===== src/rtl/core/sstm_pkg.sv =====
`timescale 1ns / 1ps

package sstm_pkg;

    localparam int MAX_ITEMS = 1024;
    localparam int DATA_W    = 32;
    localparam int IDX_W     = $clog2(MAX_ITEMS);
    localparam int CNT_W     = $clog2(MAX_ITEMS + 1);

    typedef enum logic [2:0] {
        S_LOAD,
        S_START,
        S_SCAN,
        S_TGT_B,
        S_TGT_E,
        S_SWAP,
        S_NEXT,
        S_DONE
    } t_state;

    // status from the datapath to the sequencer
    typedef struct packed {
        logic in_beat;
        logic last;
        logic single;
        logic scan_done;
        logic end_one;
        logic out_free;
    } t_stat;

    // decoded step strobes from the sequencer
    typedef struct packed {
        logic load_rdy;
        logic start;
        logic scan;
        logic tgt_b;
        logic tgt_e;
        logic swap;
        logic next;
        logic done;
    } t_ctrl;

endpackage


===== src/rtl/core/sstm_cmp.sv =====
`timescale 1ns / 1ps

// shared compare unit: max scan during sort, pair equality during load
module sstm_cmp (
    input  logic [sstm_pkg::DATA_W-1:0] i_a,
    input  logic [sstm_pkg::DATA_W-1:0] i_b,
    output logic                        o_ge,
    output logic                        o_eq
);

    assign o_ge = (i_a >= i_b);
    assign o_eq = (i_a == i_b);

endmodule


===== config.mk =====
export PLATFORM = sky130hd
export DESIGN_NAME = sstm_cmp
export DESIGN_NICKNAME = d
export VERILOG_FILES = /design/src/rtl/core/sstm_pkg.sv /design/src/rtl/core/sstm_cmp.sv
export SDC_FILE = /design/constraint.sdc
export NUM_CORES = 1
export LEC_CHECK = 0
export BUFFER_PORTS_ARGS = -buffer_cell sky130_fd_sc_hd__buf_2
export CAP_MARGIN = 40
export CORE_ASPECT_RATIO = 0.75
export CORE_MARGIN = 5
export CORE_UTILIZATION = 42
export DETAILED_ROUTE_END_ITERATION = 12
export PLACE_DENSITY_LB_ADDON = 0.15
export SLEW_MARGIN = 0
export SYNTH_ARGS = -nofsm -noshare
export SYNTH_HDL_FRONTEND = slang
export SYNTH_SLANG_ARGS = --single-unit
export TNS_END_PERCENT = 100

===== constraint.sdc =====
create_clock -name vclk -period 1.85
set_input_delay 0.0925 -clock vclk [all_inputs]
set_output_delay 0.0925 -clock vclk [all_outputs]
set_load 0.02 [all_outputs]

Yosys cells after proc, flatten, opt, wreduce, memory -nomap -nowiden
Index checks and enable logic that the tools add are counted.
{"block": "word_totals", "regBits": 0, "in_bits": 64, "word_cells": 2}
{"block": "op_classes", "magnitude_cmp": 1, "n_eq_ne": 1}
{"cell": "equality test 32 bit", "n": 1}
{"cell": ">= comparator 32 bit", "n": 1}

Longest topological paths before layout
{"block": "logic_depth", "ltp_word": 1, "ltp_mapped": 7, "mapped_depth_nobuf": 7}

Least setup slack after synthesis
No wires, ideal clock.
{"block": "synth_timing", "kind": "input port to output port", "start": "input port i_b[30] in the netlist's numbering", "end": "output port o_ge", "arrival_time_ns": 1.587, "slack_ns": 0.171, "path_stages": 6, "cell_sequence": "inv_1 ha_1 and4_1 nand4_1 or4_4 o221ai_1"}
{"block": "synth_via", "elab_chain_cells": 1}
{"element": "start: declaration", "line_no": "sstm_cmp.sv:6", "rtl": "input logic [sstm_pkg::DATA_W-1:0] i_b,"}
{"element": ">= comparator 32 bit", "line_no": "sstm_cmp.sv:11", "rtl": "assign o_ge = (i_a >= i_b);"}
{"element": "end: declaration", "line_no": "sstm_cmp.sv:7", "rtl": "output logic o_ge,"}
Every way passes these cells.

Worst setup path after layout
{"block": "layout_timing", "start": "input port i_b[15] in the netlist's numbering", "end": "output port o_ge"}
Same word-level chain as after synthesis.

==> flow_metrics.env <==
export IMPL_die_area_sq_um=2940
export IMPL_yosysSeqAreaShare_pct=0
export IMPL_intPower_mw=0.137
export IMPL_seq_area_sq_um=0
export IMPL_worstSetupPathType="in2out"
export IMPL_power_density_nw_per_um2=198
export IMPL_cp_end_kind="output port"
export IMPL_drt_pass1_iterations=2
export IMPL_ys_types=21
export IMPL_n_antenna_cell=0
export IMPL_cp_start_kind="primary input"
export IMPL_tightest_slew_ns=0.278
export IMPL_grt_first_pass_wirelength_um=3250
export IMPL_synthDominantCellAreaShare_pct=48.9
export IMPL_ys_warn_count=0
export IMPL_overflow=0
export IMPL_track_usage_pct=13.8
export IMPL_wl_per_cell_um=11.4
export IMPL_setup_viol=0
export IMPL_ant_nets=0
export IMPL_rows=13
export IMPL_antenna_found_initial=0
export IMPL_crit_required_ns=1.76
export IMPL_start_util_pct=45.7
export IMPL_crit_path_max_fanout=2
export IMPL_coreArea_sq_um=1790
export IMPL_vias=936
export IMPL_status="finished clean"
export IMPL_crit_slowest_cell="a2111oi_2"
export IMPL_maxCapViolations=0
export IMPL_swShare_pct=45.4
export IMPL_gp_congestion=0.708
export IMPL_rsz0062_at_grt="true"
export IMPL_drive_gt1_share_pct=46.9
export IMPL_fmax_mhz=552
export IMPL_cp_arrival_ns=1.72
export IMPL_io_pins=66
export IMPL_fin_total_pwr_mw=0.251
export IMPL_drc_errors=0
export IMPL_synth_top_cell_by_area="ha_1"
export IMPL_seq_cell_count=0
export IMPL_peakVddDrop_mv=0.122
export IMPL_syn_area_sq_um=818
export IMPL_n_clock_buffer=0
export IMPL_dr_first_iter_drc_count=20
export IMPL_yosys_top_cells_area="ha_1 (49%), inv_1 (15%), a21oi_1 (4.9%), nand4_1 (3.8%), a21o_1 (3.7%)"
export IMPL_synth_cells=111
export IMPL_areaGrowthSynthToFinish_pct=54.7
export IMPL_nNetsFinal=275
export IMPL_cts_setup_buffers=0
export IMPL_switchingPower_mw=0.114
export IMPL_worstPathCellList="buf_2 > inv_2 > ha_4 > and4_1 > a221o_1 > a2111oi_2 > o221ai_1 > buf_4"
export IMPL_hold_path_class="in2out"
export IMPL_path_buf_inv=3
export IMPL_slew_viol_final=0
export IMPL_layout_cells_most_common="buf_2"
export IMPL_final_core_util_pct=70.8
export IMPL_synth_nets=207
export IMPL_n_fill_cell=145
export IMPL_routed_wl_um=2280
export IMPL_max_slew_margin_pct=81.4
export IMPL_slowest_delay_ns=0.37
export IMPL_p_comb_share_pct=100.0
export IMPL_io_buffers=66
export IMPL_die_h_um=48.2
export IMPL_grt_max_degree=4
export IMPL_avgSynthCellArea_sq_um=7.37
export IMPL_dp_final_hpwl_um=2130
export IMPL_min_period_ns=1.81
export IMPL_final_cell_mix="buf_2 (63), inv_1 (27), ha_1 (26)"
export IMPL_p_leak_nw=0.784
export IMPL_hold_viol_final=0
export IMPL_die_x_um=61.0
export IMPL_fin_crit_sh_pct=97.9
export IMPL_pwr_share_clk_pct=0
export IMPL_grt_pass1_vias=848
export IMPL_sequentialPowerShare_pct=0
export IMPL_cp_top_family="compound AO/OA/AOI/OAI gates"
export IMPL_viasPerCell=4.70
==> kinds of logic (layout without fill, tap and decap cells) <==
kind of cell    after synthesis  count (layout)  share of synthesized area (%)
compound gates               23              23                           19.9
fa+ha+maj                    32              32                           48.9
simple gates                 24              24                           16.5
buf+inv                      32              98                           14.7
==> power groups by stage <==
stage	registers, mW	clock network [mW]	logic, mW
floorplan	0	0	0.130
global placement	0	0	0.217
detailed placement	0	0	0.229
CTS	0	0	0.232
global route	0	0	0.288
finish	0	0	0.251
==> Yosys cell counts, drive strengths merged <==
cell type / count
nand2: 5
nor3: 1
or3: 1
ha: 32
o221ai: 1
a2111oi: 1
nor2: 5
and2: 1
or4: 1
a21boi: 1
nand3: 3
nand4: 5
a21o: 4
a21oi: 10
inv: 32
and4: 2
a221oi: 1
a221o: 2
o21ai: 3
==> worst paths after layout <==
| check | start | cells past startpoint | to | slack [ns] |
|---|---|---|---|---|
| max | i_b[15] | 8 | o_ge | 0.04 |
| min | i_a[31] | 5 | o_ge | 0.65 |
==> through the flow <==
stage	instance area (sq um)	std cells	setup slack [ns]	TNS [ns]	hold WS, ns
2_1_floorplan	818	111	0.171	0	0.513
3_5_place_dp	1180	199	0.000814	0	0.679
3_3_place_gp	1180	199	0.0331	0	0.673
6_report	1270	199	0.0395	0	0.649
4_1_cts	1180	199	0.0485	0	0.654
5_1_grt	1270	199	-0.0190	-0.0190	0.699
==> worst min-delay path, cell delays in order <==
cell      delay (ns)
buf_2           0.08
ha_1            0.13
a221oi_1        0.05
o221ai_1        0.06
buf_4           0.14
==> routing by layer <==
metal	track usage (%)	share of wire (%)	vias up
met5	0	0	-
met4	0	0	0
met3	1.32	10	0
met2	28.4	49	33
met1	16.8	41	381
li1	-	-	522
==> what timing repair did <==
action | in CTS | in global routing
gates cloned | 0 | 0
resized for setup | 1 | 14
setup endpoints to repair | 1 | 2
pin swaps | 1 | 8
hold buffers | 0 | 0
==> final cells by class <==
type	count	area [sq um]	area share, %
Tap cell	22	27.5	2.17
Multi-Input combinational cell	79	777	61.4
Timing Repair Buffer	66	342	27.0
Inverter	32	120	9.49
No activity file was read; power rests on OpenSTA's default activity.
