[src/rtl/core/sstm_pkg.sv]
`timescale 1ns / 1ps

package sstm_pkg;

    localparam int MAX_ITEMS = 1024;
    localparam int DATA_W    = 32;
    localparam int IDX_W     = $clog2(MAX_ITEMS);
    localparam int CNT_W     = $clog2(MAX_ITEMS + 1);

    typedef enum logic [2:0] {
        S_LOAD,
        S_START,
        S_SCAN,
        S_TGT_B,
        S_TGT_E,
        S_SWAP,
        S_NEXT,
        S_DONE
    } t_state;

    // status from the datapath to the sequencer
    typedef struct packed {
        logic in_beat;
        logic last;
        logic single;
        logic scan_done;
        logic end_one;
        logic out_free;
    } t_stat;

    // decoded step strobes from the sequencer
    typedef struct packed {
        logic load_rdy;
        logic start;
        logic scan;
        logic tgt_b;
        logic tgt_e;
        logic swap;
        logic next;
        logic done;
    } t_ctrl;

endpackage

[src/rtl/core/sstm_ctrl.sv]
`timescale 1ns / 1ps

module sstm_ctrl (
    input  logic            i_clk,
    input  logic            i_rst_n,
    input  sstm_pkg::t_stat i_stat,
    output sstm_pkg::t_ctrl o_ctrl
);

    sstm_pkg::t_state r_state;
    sstm_pkg::t_state n_state;

    always_ff @(posedge i_clk) begin
        if (!i_rst_n) begin
            r_state <= sstm_pkg::S_LOAD;
        end else begin
            r_state <= n_state;
        end
    end

    always_comb begin
        n_state = r_state;
        unique case (r_state)
            sstm_pkg::S_LOAD: begin
                if (i_stat.in_beat && i_stat.last) begin
                    n_state = sstm_pkg::S_START;
                end
            end
            sstm_pkg::S_START: begin
                n_state = i_stat.single ? sstm_pkg::S_DONE : sstm_pkg::S_SCAN;
            end
            sstm_pkg::S_SCAN: begin
                if (i_stat.scan_done) begin
                    n_state = sstm_pkg::S_TGT_B;
                end
            end
            sstm_pkg::S_TGT_B: n_state = sstm_pkg::S_TGT_E;
            sstm_pkg::S_TGT_E: n_state = sstm_pkg::S_SWAP;
            sstm_pkg::S_SWAP:  n_state = sstm_pkg::S_NEXT;
            sstm_pkg::S_NEXT: begin
                n_state = i_stat.end_one ? sstm_pkg::S_DONE : sstm_pkg::S_SCAN;
            end
            sstm_pkg::S_DONE: begin
                if (i_stat.out_free) begin
                    n_state = sstm_pkg::S_LOAD;
                end
            end
            default: n_state = sstm_pkg::S_LOAD;
        endcase
    end

    always_comb begin
        o_ctrl = '0;
        unique case (r_state)
            sstm_pkg::S_LOAD:  o_ctrl.load_rdy = 1'b1;
            sstm_pkg::S_START: o_ctrl.start    = 1'b1;
            sstm_pkg::S_SCAN:  o_ctrl.scan     = 1'b1;
            sstm_pkg::S_TGT_B: o_ctrl.tgt_b    = 1'b1;
            sstm_pkg::S_TGT_E: o_ctrl.tgt_e    = 1'b1;
            sstm_pkg::S_SWAP:  o_ctrl.swap     = 1'b1;
            sstm_pkg::S_NEXT:  o_ctrl.next     = 1'b1;
            sstm_pkg::S_DONE:  o_ctrl.done     = 1'b1;
            default:           o_ctrl          = '0;
        endcase
    end

endmodule

[config.mk]
export PLATFORM = sky130hd
export DESIGN_NAME = sstm_ctrl
export DESIGN_NICKNAME = d
export VERILOG_FILES = /design/src/rtl/core/sstm_pkg.sv /design/src/rtl/core/sstm_ctrl.sv
export SDC_FILE = /design/constraint.sdc
export NUM_CORES = 1
export LEC_CHECK = 0
export BUFFER_PORTS_ARGS = -buffer_cell sky130_fd_sc_hd__buf_2
export CAP_MARGIN = 30
export CORE_AREA = 2 2 39 41
export DETAILED_ROUTE_END_ITERATION = 8
export DIE_AREA = 0 0 41 43
export HOLD_SLACK_MARGIN = 0.1
export SYNTH_ARGS = -nofsm -noshare
export SYNTH_HDL_FRONTEND = slang
export SYNTH_SLANG_ARGS = --single-unit
[constraint.sdc]
create_clock -name i_clk -period 2.7 [get_ports i_clk]
set_clock_uncertainty 0.05 [all_clocks]
set_input_delay 0.675 -clock i_clk [delete_from_list [all_inputs] [get_ports i_clk]]
set_output_delay 0.675 -clock i_clk [all_outputs]
set_load 0.05 [all_outputs]
# Yosys cells after proc, flatten, opt, wreduce, memory -nomap -nowiden
# Cells that the tools add are included.
# W data, S select, Z words.
# totals
input_bits,8
out_inout_bits,8
elab_cells,28
regBits,3
# classes
eq_ne,10
n_reduce_logical,3
mux,14
# ops
operator,n
$pmux W3 S8,1
$mux W3,5
$eq A3 B3 Y1 const B,4
$mux W1,8
$eq A3 B2 Y1 const B,2
$ne A2 B2 Y1 const B,3
$eq A3 B1 Y1 const B,1
$logic_not A3 Y1,1
$reduce_and A3 Y1,1
$logic_and A1 B1 Y1,1

# Depth between registers and ports, before layout
# depth
depth_word,3
depth_mapped,4
ltp_nobuf,3

# Least setup slack after synthesis
# No wires, ideal clock.
# synth_path
path_kind,register to output
startpoint,register r_state[0]
endpoint,output port o_ctrl[6] (netlist bit)
path_stages_with_launch,3
path_slack_ns,0.213
t_arrival_ns,1.762
n_path_buf,1
required_ns,1.975
path_cell_list,dfxtp_1 -> buf_2 -> nor3b_1
# synth_rtl
item,line,source
"start, declared",sstm_ctrl.sv:10,sstm_pkg::t_state r_state;
"start signal, assigned",sstm_ctrl.sv:15,r_state <= sstm_pkg::S_LOAD;
"start signal, assigned",sstm_ctrl.sv:17,r_state <= n_state;
"end, declared",sstm_ctrl.sv:7,output sstm_pkg::t_ctrl o_ctrl

==> tab_implementation.tex <==
\begin{tabular}{lr}
\hline
Metric & Value \\
\hline
\multicolumn{2}{l}{\textbf{Drt}} \\
\quad Vias per inst & 4.33 \\
\quad Final antenna-violating net count & 0 \\
\quad Iter 0 DRT Violations & 5 \\
\quad Vias after detailed routing & about 280 \\
\quad Residual DRC count & 0 \\
\quad Total detailed-routing wirelength & around 600 um \\
\quad Routed length per instance & between 9 and 10 um \\
\quad Total iterations of the first detailed-routing run & 4 \\
\multicolumn{2}{l}{\textbf{CTS}} \\
\quad Quantity of hold-fixing buffers added after cts & 0 \\
\quad Longest Clk Path Bufs & 2 \\
\quad Post-CTS repair timing setup buffer count & 0 \\
\quad Htree depth & 1 \\
\quad Clock Root Buffer & sky130\_fd\_sc\_hd\_\_clkbuf\_4 \\
\quad Number of buffers added by the clock tree synthesis step & 3 \\
\quad Clock-pin slew on the worst setup and hold paths & 40 ps \\
\quad CTS resizes & 0 \\
\quad CTS tree & done \\
\quad Insertion delay of the later-clocked pin in the worst-skew pair & 230 ps \\
\quad Clock Sink Count & 3 \\
\multicolumn{2}{l}{\textbf{Timing}} \\
\quad Number of pins exceeding their max-slew limit in the final report & 0 \\
\quad Hold Vio Cnt, Final & 0 \\
\quad Transition time at the pin with the least slew margin & around 460 ps \\
\quad Slew margin rel. & between 60 and 70\% \\
\quad Total setup violations reported at the end of the flow & 0 \\
\quad Setup repair after global routing missed its margin & false \\
\quad Final critical-path share of the clock period & just under 80\% \\
\quad Peak Freq & roughly 0.48 GHz \\
\quad Minimum hold slack & 619 ps \\
\quad Total Neg Setup Slack & 0 ps \\
\quad Minimum period implied by the final worst setup slack & 2090 ps \\
\multicolumn{2}{l}{\textbf{Setup path}} \\
\quad Reg-to-reg critical path startpoint & r\_state[1]\$\_SDFFE\_PN0P\_ \\
\quad Kind of launch point of the worst setup path & register \\
\quad Data arrival at the endpoint of the critical path & approximately 1400 ps \\
\quad Kind of capture point of the worst setup path & output port \\
\quad Reg-to-reg setup timing slack & between 1000 and 1500 ps \\
\quad Largest fanout on the critical path & 16 \\
\quad CP startpoint & r\_state[0]\$\_SDFFE\_PN0P\_ \\
\quad Critical setup path kind & reg2out \\
\quad WP data required & 1980 ps \\
\multicolumn{2}{l}{\textbf{Die}} \\
\quad Die Y-Extent & about 43 um \\
\quad Overall die area & about 0.0018 mm2 \\
\quad Die Span X & 41 um \\
\quad Total I/O pin count & 16 \\
\quad Number of rows created at floorplan & 14 \\
\quad Initial cell density of the core & 17.9\% \\
\quad Area of the placeable core & $\sim$0.0014 mm2 \\
\multicolumn{2}{l}{\textbf{Global route}} \\
\quad Overall fraction of global-route tracks in use & a little under a tenth \\
\quad Vias in the first global route & 259 \\
\quad GRT overflow & 0 \\
\quad Wire length of the first global-routing pass & between 1 and 1.5 mm \\
\quad Largest net degree at the start of global routing & 17 \\
\quad Initial antenna violation count & 0 \\
\multicolumn{2}{l}{\textbf{Layout}} \\
\quad Number of filler cells placed in the layout & 150 \\
\quad Register containing the most flip-flops in the final layout & r\_state \\
\quad Regs by FF count & r\_state (3) \\
\quad Area overhead of the layout relative to synthesis & 42.9\% \\
\quad Flip-flop count of the largest register after layout & 3 \\
\quad Final layout net count & between 50 and 60 \\
\quad N\_diodes & 0 \\
\quad Ratio of cells with drive above 1 in the final layout & a little over two fifths \\
\quad Area taken by flip-flops and latches & 60.1 um2 \\
\quad Final core area utilization & 25.6\% \\
\quad Combined area of the multi-input logic cells & 169 um2 \\
\multicolumn{2}{l}{\textbf{Pwr}} \\
\quad PwrDens & 763 mW/mm2 \\
\quad Worst voltage drop across the vdd grid & between 0.2 and 0.3 mV \\
\quad Leakage & around 0.00017 uW \\
\quad Total power of the final layout & approximately 270 uW \\
\multicolumn{2}{l}{\textbf{Min path}} \\
\quad Beginning of the worst hold path & r\_state[2]\$\_SDFFE\_PN0P\_ \\
\quad Path category of the worst min-delay check & reg2reg \\
\multicolumn{2}{l}{\textbf{Synth}} \\
\quad Post-Syn Area & $\sim$250 um2 \\
\quad Post-synthesis average cell area & between 7 and 8 um2 \\
\quad Post-synthesis sequential area ratio & 24.2\% \\
\quad Synthesis Warnings & 0 \\
\quad Synthesis-stage register bit count & 3 \\
\quad Yosys cell types & 19 \\
\quad Total nets after synthesis & 40 \\
\quad Post-Synthesis Cells & 32 \\
\multicolumn{2}{l}{\textbf{Place}} \\
\quad Final HPWL from detailed placement & approximately 470 um \\
\quad Final weighted congestion of routability-driven global placement & about 0.65 \\
\quad Port Buffers & 15 \\
\multicolumn{2}{l}{\textbf{Status}} \\
\quad Outcome & finished clean \\
\multicolumn{2}{l}{\textbf{Flow run}} \\
\quad Maximum Capacitance Violations & 0 \\
\hline
\end{tabular}
==> cell usage after synthesis <==
library cell | n | area [um2]
sky130_fd_sc_hd__a211oi_1 | 1 | 7.51
sky130_fd_sc_hd__o221a_1 | 1 | 11.3
sky130_fd_sc_hd__nor2_1 | 2 | 7.51
sky130_fd_sc_hd__nand2b_1 | 2 | 12.5
sky130_fd_sc_hd__a21oi_1 | 3 | 15.0
sky130_fd_sc_hd__o311a_1 | 1 | 10.0
sky130_fd_sc_hd__nor3b_1 | 3 | 22.5
sky130_fd_sc_hd__and3_4 | 1 | 11.3
sky130_fd_sc_hd__nor3_1 | 1 | 5.00
sky130_fd_sc_hd__o21a_1 | 1 | 7.51
sky130_fd_sc_hd__nor2b_4 | 1 | 13.8
sky130_fd_sc_hd__a31oi_1 | 1 | 6.26
sky130_fd_sc_hd__o21ai_1 | 1 | 5.00
sky130_fd_sc_hd__buf_2 | 3 | 15.0
sky130_fd_sc_hd__o21ai_0 | 1 | 5.00
sky130_fd_sc_hd__nand2_1 | 3 | 11.3
sky130_fd_sc_hd__inv_1 | 1 | 3.75
sky130_fd_sc_hd__dfxtp_1 | 3 | 60.1
sky130_fd_sc_hd__and3b_1 | 2 | 17.5
==> report_power, final <==
group          switching, uW  total (uW)  internal, uW  leakage [uW]
combinational           77.1         114          37.0      0.000130
sequential              27.6        80.2          52.7     0.0000248
clock                   20.8        76.0          55.2     0.0000150
total                    125         270           145      0.000170
==> per-layer routing <==
metal	vias to the layer above	track usage, %	part of all wire, %
li1	147	-	-
met1	126	10.3	45
met2	4	12.8	50
met3	0	4.71	4.1
met4	0	6.00	0
met5	-	0	0
==> cells in the final DEF, fill, tap and decap left out <==
master / count
sky130_fd_sc_hd__inv_1: 1
sky130_fd_sc_hd__nor3_1: 1
sky130_fd_sc_hd__o221a_1: 1
sky130_fd_sc_hd__o21ai_0: 1
sky130_fd_sc_hd__clkbuf_4: 3
sky130_fd_sc_hd__o21a_1: 1
sky130_fd_sc_hd__a211oi_1: 1
sky130_fd_sc_hd__and3_4: 1
sky130_fd_sc_hd__nor2b_4: 1
sky130_fd_sc_hd__nand2b_1: 2
sky130_fd_sc_hd__nand2_1: 3
sky130_fd_sc_hd__buf_2: 15
sky130_fd_sc_hd__clkbuf_1: 1
sky130_fd_sc_hd__and3b_1: 2
sky130_fd_sc_hd__dfxtp_1: 3
sky130_fd_sc_hd__a21oi_1: 3
sky130_fd_sc_hd__o311a_1: 1
sky130_fd_sc_hd__nor2_1: 2
sky130_fd_sc_hd__nor3b_1: 3
sky130_fd_sc_hd__a31oi_1: 1
sky130_fd_sc_hd__o21ai_1: 1
==> critical path, stage by stage, from the launching register on <==
cell and delay [ps]:
sky130_fd_sc_hd__dfxtp_1 590, sky130_fd_sc_hd__and3_4 280, sky130_fd_sc_hd__buf_2 260
==> stage by stage <==
| stage | setup WS (ps) | instances | instance area [um2] |
|---|---|---|---|
| 3_5_place_dp | 861 | 60 | 328 |
| 6_report | 614 | 64 | 354 |
| 5_1_grt | 466 | 64 | 354 |
| 3_3_place_gp | 878 | 60 | 328 |
| 2_1_floorplan | 213 | 32 | 248 |
| 4_1_cts | 611 | 64 | 354 |
==> layout make-up <==
| cell class | count | share of cell area, % |
|---|---|---|
| Sequential cell | 3 | 17.0 |
| Timing Repair Buffer | 15 | 21.2 |
| Inverter | 1 | 1.06 |
| Tap cell | 16 | 5.65 |
| Multi-Input combinational cell | 25 | 47.7 |
| Clock buffer | 4 | 7.42 |
==> worst paths after layout <==
kind / to / cells past startpoint
worst max-delay path: o_ctrl[0] / 2
worst max register to register: r_state[0]$_SDFFE_PN0P_ / 3
worst min-delay path: r_state[1]$_SDFFE_PN0P_ / 2
worst min register to register: r_state[1]$_SDFFE_PN0P_ / 2
==> cell families (layout without fill, tap and decap cells) <==
group	count (synthesis)	count (layout)	share of synthesized area, %
compound gates	10	10	27.3
flops	3	3	24.2
buf+inv	4	20	7.57
simple gates	15	15	40.9
Power figures use the tool's default switching activity.
